===== src/hdl/ghue_pkg.sv =====
// Shared types, constants and the sector routing table for the golden hue color generator.
`default_nettype none
package ghue_pkg;

    localparam logic [31:0] GOLDEN_STEP32 = 32'h9E37_79B9;
    localparam logic [16:0] ONE16 = 17'd65536;
    localparam logic [32:0] ONE32 = 33'h1_0000_0000;

    localparam logic REG_SATURATION = 1'b0;
    localparam logic REG_BRIGHTNESS = 1'b1;

    // channel factor codes
    localparam logic [1:0] K_V = 2'd0;   // v
    localparam logic [1:0] K_P = 2'd1;   // v(1-s)
    localparam logic [1:0] K_Q = 2'd2;   // v(1-fs)
    localparam logic [1:0] K_T = 2'd3;   // v(1-(1-f)s)

    localparam logic [1:0] CH_RED = 2'd0;
    localparam logic [1:0] CH_GREEN = 2'd1;
    localparam logic [1:0] CH_BLUE = 2'd2;

    typedef struct packed {
        logic [2:0]  sector;
        logic [15:0] frac;
    } ghue_item_t;

    typedef struct packed {
        logic busy;
        logic pop;
    } ghue_back_status_t;

    function automatic logic [1:0] route_code(input logic [2:0] sector, input logic [1:0] ch);
        logic [5:0] row;
        logic [1:0] code;
        begin
            case (sector)
                3'd0: row = {K_V, K_T, K_P};
                3'd1: row = {K_Q, K_V, K_P};
                3'd2: row = {K_P, K_V, K_T};
                3'd3: row = {K_P, K_Q, K_V};
                3'd4: row = {K_T, K_P, K_V};
                default: row = {K_V, K_P, K_Q};
            endcase
            case (ch)
                CH_RED: code = row[5:4];
                CH_GREEN: code = row[3:2];
                default: code = row[1:0];
            endcase
            route_code = code;
        end
    endfunction

endpackage
`default_nettype wire


===== src/hdl/ghue_front.sv =====
// Front end: hue phase register, golden-step advance or load, sector and fraction split.
`default_nettype none
module ghue_front #(
    parameter int HUE_BITS = 32
) (
    input  wire logic                clk,
    input  wire logic                rst_n,
    input  wire logic                in_valid,
    input  wire logic                cmd,
    input  wire logic [31:0]         hue_load,
    input  wire logic                q_full,
    output logic                     in_stall,
    output logic                     push,
    output ghue_pkg::ghue_item_t     item
);
    import ghue_pkg::*;

    localparam logic [HUE_BITS-1:0] STEP = HUE_BITS'(GOLDEN_STEP32 >> (32 - HUE_BITS));

    logic [HUE_BITS-1:0] hue_phase_reg;
    logic [HUE_BITS-1:0] hue_phase_next;
    logic [HUE_BITS+2:0] h6;

    assign in_stall = q_full;
    assign push = in_valid && !q_full;

    always_comb
    begin
        if (cmd)
        begin
            hue_phase_next = hue_load[31 -: HUE_BITS];
        end
        else
        begin
            hue_phase_next = hue_phase_reg + STEP;
        end
        h6 = {1'b0, hue_phase_next, 2'b00} + {2'b00, hue_phase_next, 1'b0};
        item.sector = h6[HUE_BITS+2:HUE_BITS];
        item.frac = h6[HUE_BITS-1 -: 16];
    end

    always_ff @(posedge clk or negedge rst_n)
    begin
        if (!rst_n)
        begin
            hue_phase_reg <= '0;
        end
        else if (push)
        begin
            hue_phase_reg <= hue_phase_next;
        end
    end

endmodule
`default_nettype wire


===== src/hdl/ghue_queue.sv =====
// Two-entry queue between the front end and the conversion back end.
`default_nettype none
module ghue_queue (
    input  wire logic                 clk,
    input  wire logic                 rst_n,
    input  wire logic                 push,
    input  wire ghue_pkg::ghue_item_t push_item,
    input  wire logic                 pop,
    output logic                      full,
    output logic                      not_empty,
    output logic [1:0]                level,
    output ghue_pkg::ghue_item_t      head
);
    import ghue_pkg::*;

    ghue_item_t slot_reg [2];
    logic       wr_ptr_reg;
    logic       rd_ptr_reg;
    logic [1:0] count_reg;

    assign full = count_reg == 2'd2;
    assign not_empty = count_reg != 2'd0;
    assign level = count_reg;
    assign head = slot_reg[rd_ptr_reg];

    always_ff @(posedge clk)
    begin
        if (push)
        begin
            slot_reg[wr_ptr_reg] <= push_item;
        end
    end

    always_ff @(posedge clk or negedge rst_n)
    begin
        if (!rst_n)
        begin
            wr_ptr_reg <= 1'b0;
            rd_ptr_reg <= 1'b0;
            count_reg <= 2'd0;
        end
        else
        begin
            if (push)
            begin
                wr_ptr_reg <= ~wr_ptr_reg;
            end
            if (pop)
            begin
                rd_ptr_reg <= ~rd_ptr_reg;
            end
            if (push && !pop)
            begin
                count_reg <= count_reg + 2'd1;
            end
            else if (pop && !push)
            begin
                count_reg <= count_reg - 2'd1;
            end
        end
    end

endmodule
`default_nettype wire


===== src/hdl/ghue_back.sv =====
// Back end: HSV to RGB conversion over four steps on one shared multiplier, output register.
`default_nettype none
module ghue_back (
    input  wire logic                  clk,
    input  wire logic                  rst_n,
    input  wire logic                  q_not_empty,
    input  wire ghue_pkg::ghue_item_t  q_head,
    input  wire logic [16:0]           sat,
    input  wire logic [16:0]           val,
    input  wire logic                  out_stall,
    output logic                       out_valid,
    output logic [7:0]                 red,
    output logic [7:0]                 green,
    output logic [7:0]                 blue,
    output ghue_pkg::ghue_back_status_t status
);
    import ghue_pkg::*;

    logic       busy_reg;
    logic [1:0] step_reg;
    ghue_item_t item_reg;
    logic [32:0] fs_reg;
    logic [7:0] red_part_reg;
    logic [7:0] green_part_reg;
    logic       out_valid_reg;
    logic [7:0] red_reg;
    logic [7:0] green_reg;
    logic [7:0] blue_reg;

    logic        out_free;
    logic        finish;
    logic        pop;
    logic [16:0] one_minus_s;
    logic [32:0] k_sel;
    logic [16:0] mul_a;
    logic [32:0] mul_b;
    logic [49:0] prod;
    logic [7:0]  chan;

    assign out_free = !out_valid_reg || !out_stall;
    assign finish = busy_reg && (step_reg == 2'd3) && out_free;
    assign pop = q_not_empty && (!busy_reg || finish);

    always_comb
    begin
        one_minus_s = ONE16 - sat;
        case (route_code(item_reg.sector, step_reg - 2'd1))
            K_V: k_sel = ONE32;
            K_P: k_sel = {one_minus_s, 16'h0000};
            K_Q: k_sel = ONE32 - fs_reg;
            K_T: k_sel = ONE32 - ({sat, 16'h0000} - fs_reg);
            default: k_sel = ONE32;
        endcase
        if (step_reg == 2'd0)
        begin
            mul_a = {1'b0, item_reg.frac};
            mul_b = {16'h0000, sat};
        end
        else
        begin
            mul_a = val;
            mul_b = k_sel;
        end
        prod = 50'(mul_a) * 50'(mul_b);
        chan = (prod[49:40] > 10'd255) ? 8'd255 : prod[47:40];
    end

    always_ff @(posedge clk)
    begin
        if (pop)
        begin
            item_reg <= q_head;
        end
        if (busy_reg)
        begin
            case (step_reg)
                2'd0: fs_reg <= prod[32:0];
                2'd1: red_part_reg <= chan;
                2'd2: green_part_reg <= chan;
                default: fs_reg <= fs_reg;
            endcase
        end
        if (finish)
        begin
            red_reg <= red_part_reg;
            green_reg <= green_part_reg;
            blue_reg <= chan;
        end
    end

    always_ff @(posedge clk or negedge rst_n)
    begin
        if (!rst_n)
        begin
            busy_reg <= 1'b0;
            step_reg <= 2'd0;
            out_valid_reg <= 1'b0;
        end
        else
        begin
            if (pop)
            begin
                busy_reg <= 1'b1;
                step_reg <= 2'd0;
            end
            else if (finish)
            begin
                busy_reg <= 1'b0;
            end
            else if (busy_reg && step_reg != 2'd3)
            begin
                step_reg <= step_reg + 2'd1;
            end
            if (finish)
            begin
                out_valid_reg <= 1'b1;
            end
            else if (!out_stall)
            begin
                out_valid_reg <= 1'b0;
            end
        end
    end

    assign out_valid = out_valid_reg;
    assign red = red_reg;
    assign green = green_reg;
    assign blue = blue_reg;
    assign status = '{busy: busy_reg, pop: pop};

endmodule
`default_nettype wire


===== src/hdl/golden_hue_hsv_to_rgb.sv =====
// Top level of the golden-ratio hue color generator.
// Each accepted beat advances the hue phase by the golden-ratio fraction (cmd 0) or loads it
// from hue_load (cmd 1), then converts hue, saturation and brightness to 8-bit RGB. The front
// end takes one beat per cycle into a two-entry queue unless it is full; the back end
// works each color on one multiplier shared by the f*s product and the three channel products,
// and takes the next beat only as it finishes. From idle, out_valid rises after a beat passes
// the queue, item register and steps. A finished color waits in the output register while
// the next is worked on. Write saturation and brightness only while no beat is in flight.
`default_nettype none
module golden_hue_hsv_to_rgb #(
    parameter int HUE_BITS = 32
) (
    input  wire logic        clk,
    input  wire logic        rst_n,
    input  wire logic        cfg_we,
    input  wire logic        cfg_index,
    input  wire logic [16:0] cfg_data,
    input  wire logic        in_valid,
    output logic             in_stall,
    input  wire logic        cmd,
    input  wire logic [31:0] hue_load,
    output logic             out_valid,
    input  wire logic        out_stall,
    output logic [7:0]       red,
    output logic [7:0]       green,
    output logic [7:0]       blue
);
    import ghue_pkg::*;

    logic [16:0] saturation_reg;
    logic [16:0] brightness_reg;
    logic [16:0] sat_clamped;
    logic [16:0] val_clamped;

    logic              push;
    logic              q_full;
    logic              q_not_empty;
    logic [1:0]        q_level;
    ghue_item_t        front_item;
    ghue_item_t        q_head;
    ghue_back_status_t back_status;

    always_ff @(posedge clk or negedge rst_n)
    begin
        if (!rst_n)
        begin
            saturation_reg <= 17'd32768;
            brightness_reg <= 17'd62259;
        end
        else if (cfg_we)
        begin
            case (cfg_index)
                REG_SATURATION: saturation_reg <= cfg_data;
                REG_BRIGHTNESS: brightness_reg <= cfg_data;
                default: saturation_reg <= saturation_reg;
            endcase
        end
    end

    assign sat_clamped = (saturation_reg > ONE16) ? ONE16 : saturation_reg;
    assign val_clamped = (brightness_reg > ONE16) ? ONE16 : brightness_reg;

    ghue_front #(
        .HUE_BITS(HUE_BITS)
    ) u_front (
        .clk(clk),
        .rst_n(rst_n),
        .in_valid(in_valid),
        .cmd(cmd),
        .hue_load(hue_load),
        .q_full(q_full),
        .in_stall(in_stall),
        .push(push),
        .item(front_item)
    );

    ghue_queue u_queue (
        .clk(clk),
        .rst_n(rst_n),
        .push(push),
        .push_item(front_item),
        .pop(back_status.pop),
        .full(q_full),
        .not_empty(q_not_empty),
        .level(q_level),
        .head(q_head)
    );

    ghue_back u_back (
        .clk(clk),
        .rst_n(rst_n),
        .q_not_empty(q_not_empty),
        .q_head(q_head),
        .sat(sat_clamped),
        .val(val_clamped),
        .out_stall(out_stall),
        .out_valid(out_valid),
        .red(red),
        .green(green),
        .blue(blue),
        .status(back_status)
    );

`ifndef ASSERT_OFF
    a_queue_level: assert property (@(posedge clk) disable iff (!rst_n)
        q_level != 2'd3)
        else $error("queue level overflow");

    a_pop_nonempty: assert property (@(posedge clk) disable iff (!rst_n)
        back_status.pop |-> q_not_empty)
        else $error("back end popped an empty queue");

    a_pop_busy: assert property (@(posedge clk) disable iff (!rst_n)
        back_status.pop |=> back_status.busy)
        else $error("back end idle after taking a beat");

    a_out_from_busy: assert property (@(posedge clk) disable iff (!rst_n)
        $rose(out_valid) |-> $past(back_status.busy))
        else $error("output beat without conversion");
`endif

endmodule
`default_nettype wire


===== config.mk =====
export PLATFORM = sky130hd
export DESIGN_NAME = golden_hue_hsv_to_rgb
export DESIGN_NICKNAME = d
export VERILOG_FILES = /design/src/hdl/ghue_pkg.sv /design/src/hdl/ghue_front.sv /design/src/hdl/ghue_queue.sv /design/src/hdl/ghue_back.sv /design/src/hdl/golden_hue_hsv_to_rgb.sv
export SDC_FILE = /design/constraint.sdc
export NUM_CORES = 2
export LEC_CHECK = 0
export BUFFER_PORTS_ARGS = -buffer_cell sky130_fd_sc_hd__buf_2
export CORE_MARGIN = 5
export CORE_UTILIZATION = 53
export CTS_CLUSTER_DIAMETER = 200
export DETAILED_ROUTE_END_ITERATION = 12
export PLACE_DENSITY = 0.69
export SETUP_SLACK_MARGIN = 0.15
export SYNTH_ARGS = -nofsm -noshare
export SYNTH_HDL_FRONTEND = slang
export SYNTH_HIERARCHICAL = 1
export SYNTH_SLANG_ARGS = --single-unit

===== constraint.sdc =====
create_clock -name clk -period 10.9 [get_ports clk]
set_input_delay 2.18 -clock clk [delete_from_list [all_inputs] [get_ports clk]]
set_output_delay 2.18 -clock clk [all_outputs]
set_load 0.03 [all_outputs]

==> metrics.cfg <==
[critical_path]
critical_path.reg2reg.startpoint=saturation_reg[0]
critical_path.max_stage_delay_ps=600
timing.reg2reg.worst_path_depth=34
critical_path_arrival_ps=10700
crit_path_frequent_cell=fa_1
critPathKind=reg2reg
crit_path_start_kind=register
critPathCaptureType=register
r2r_setup_slk_ps=500
required_ps=11190
crit_fanout=10
crit-reg2reg-capture=u_back/green_part_reg[1]
crit_path_top_delay_cell=nor2b_1

[logic_synthesis]
yosysWarnings=6
synthesized_area_divided_by_synthesized_cell_count_um2=9.10
postSynthNetCount=4298
cell_count_after_synthesis=3552
synth_area_um2=32300

[timing]
max_slew.worst_pin.slew_ps=1220
worst_clock_skew_ps=21.4
max-slew-margin-rel_pct=18.1
final_max_slew_viol_count=0
final.setup.tns_ps=0
fin_hold_ws_ps=416
period_share_pct=95.5
achievable-frequency_mhz=96.1
final_setup_violation_count=0
final_period_minus_worst_setup_slack_ps=10400
rsz0062_at_grt=false
hold_violations=0

[job]
max_cap_viol_count=0

[place]
gp_congestion=1.04
detailed_place_hpwl_um=75000
placed_cells=4352
count_of_buffers_inserted_at_the_top_level_ports=81

[final_layout]
layout_area_growth_over_synthesis_pct=6.81
layout_commonest_cell=inv_1
post-route-util_pct=57.2
largest_reg_flops=38
layout.nets=4343
final_cell_mix=inv_1, nand2_1, fa_1
final_layout_size_suffix_gt1_share_pct=10.7
fill_cells=5415
final_cells=4401

[global_route]
groute.usage.overall_pct=27.8
largest_net_degree_at_the_start_of_global_routing=63
overflow=0
grt_first_pass_wirelength_um=146000
antenna_found_initial=2
grt_pass1_vias=26224

[detailed_routing]
routed_wl_um=91600
wl_per_cell_um=20.8
detail_route.vias_per_cell=5.80
via_total_after_detailed_routing=25527
remaining_drc_errors=0
ant_nets=0
dr.pass1.iters=8
drt_iter0_drc=2250

[hold_path]
min-delay-path-class=reg2reg
min_to=u_back/green[7]
min_from=u_back/green_part_reg[7]
hold-path-cell-count=0

[cts]
insertion_delay_ps=580
cts.root.buffer_cell=clkbuf_16
max-clock-path-buffers=3
postCtsHoldBufs=0
htree_num_levels=1
tritoncts_num_sinks=204
cts_setup_buffers=0
worst_setup_hold_path_clk_slew_ps=60
tritoncts_clock_tree=done
cts_inserted_buffers=25

[floorplan]
fp.dieH_um=257
num_rows=90
die_x_um=257
num_io_pins=82
dieArea_um2=66100
floorplan.initialDensity_pct=53.6
placeableCoreArea_um2=60400

[outcome]
run_status=complete, no violations

## what timing repair did
action | CTS | global route
resized for setup | 0 | 12
hold endpoints to repair | 0 | 0
setup endpoints to repair | 0 | 24
## metrics by stage
stage | cell area (µm²) | setup slack [ps]
2_1_floorplan | 32300 | 1870
3_3_place_gp | 33700 | 619
3_5_place_dp | 33700 | 498
4_1_cts | 34500 | 446
5_1_grt | 34500 | 157
6_report | 34500 | 495
## routing by layer
metal  GRT usage, %  share of wire (%)  routed length, µm  vias to the layer above
li1               -                  -                  -                    11543
met1           36.9                 40              36400                    12566
met4           11.3                5.4               4900                        0
met2           45.7                 47              42700                     1144
met3           4.75                8.3               7630                      274
met5              0                  0                  0                        -
## worst max path at each step
| stage | startpoint | slack (ps) | to |
|---|---|---|---|
| 2_1_floorplan | saturation_reg[3] | 1870 | u_back/blue[2] |
| 6_report | saturation_reg[0] | 500 | u_back/green_part_reg[1] |
| 5_1_grt | saturation_reg[0] | 160 | u_back/red_part_reg[5] |
| 3_3_place_gp | saturation_reg[0] | 620 | u_back/blue[1] |
| 3_5_place_dp | saturation_reg[0] | 500 | u_back/green_part_reg[1] |
| 4_1_cts | saturation_reg[0] | 450 | u_back/red_part_reg[2] |
## area by class of cell
class	instances	area, µm²	area share, %
clock buffer	28	658	1.91
multi-input combinational	2611	23700	68.7
tap	782	978	2.83
sequential	204	5770	16.7
timing repair buffer	163	1020	2.96
inverter	592	2220	6.43
clock inverter	18	169	0.489
antenna	3	7.51	0.0217
## worst max-delay path, delay by kind of cell (launching register included)
| kind | cells | cell delay, ps |
|---|---|---|
| AO/OA/AOI/OAI | 8 | 2000 |
| XOR/XNOR | 1 | 230 |
| adder cells (fa/ha/maj) | 9 | 3880 |
| AND/OR/NAND/NOR | 9 | 2680 |
| buffers and inverters | 6 | 700 |
| flip-flops | 1 | 420 |
| multiplexers | 1 | 200 |
Power is not shown: default switching activity piles up to over one toggle a cycle in this logic, so the estimate is an artifact.
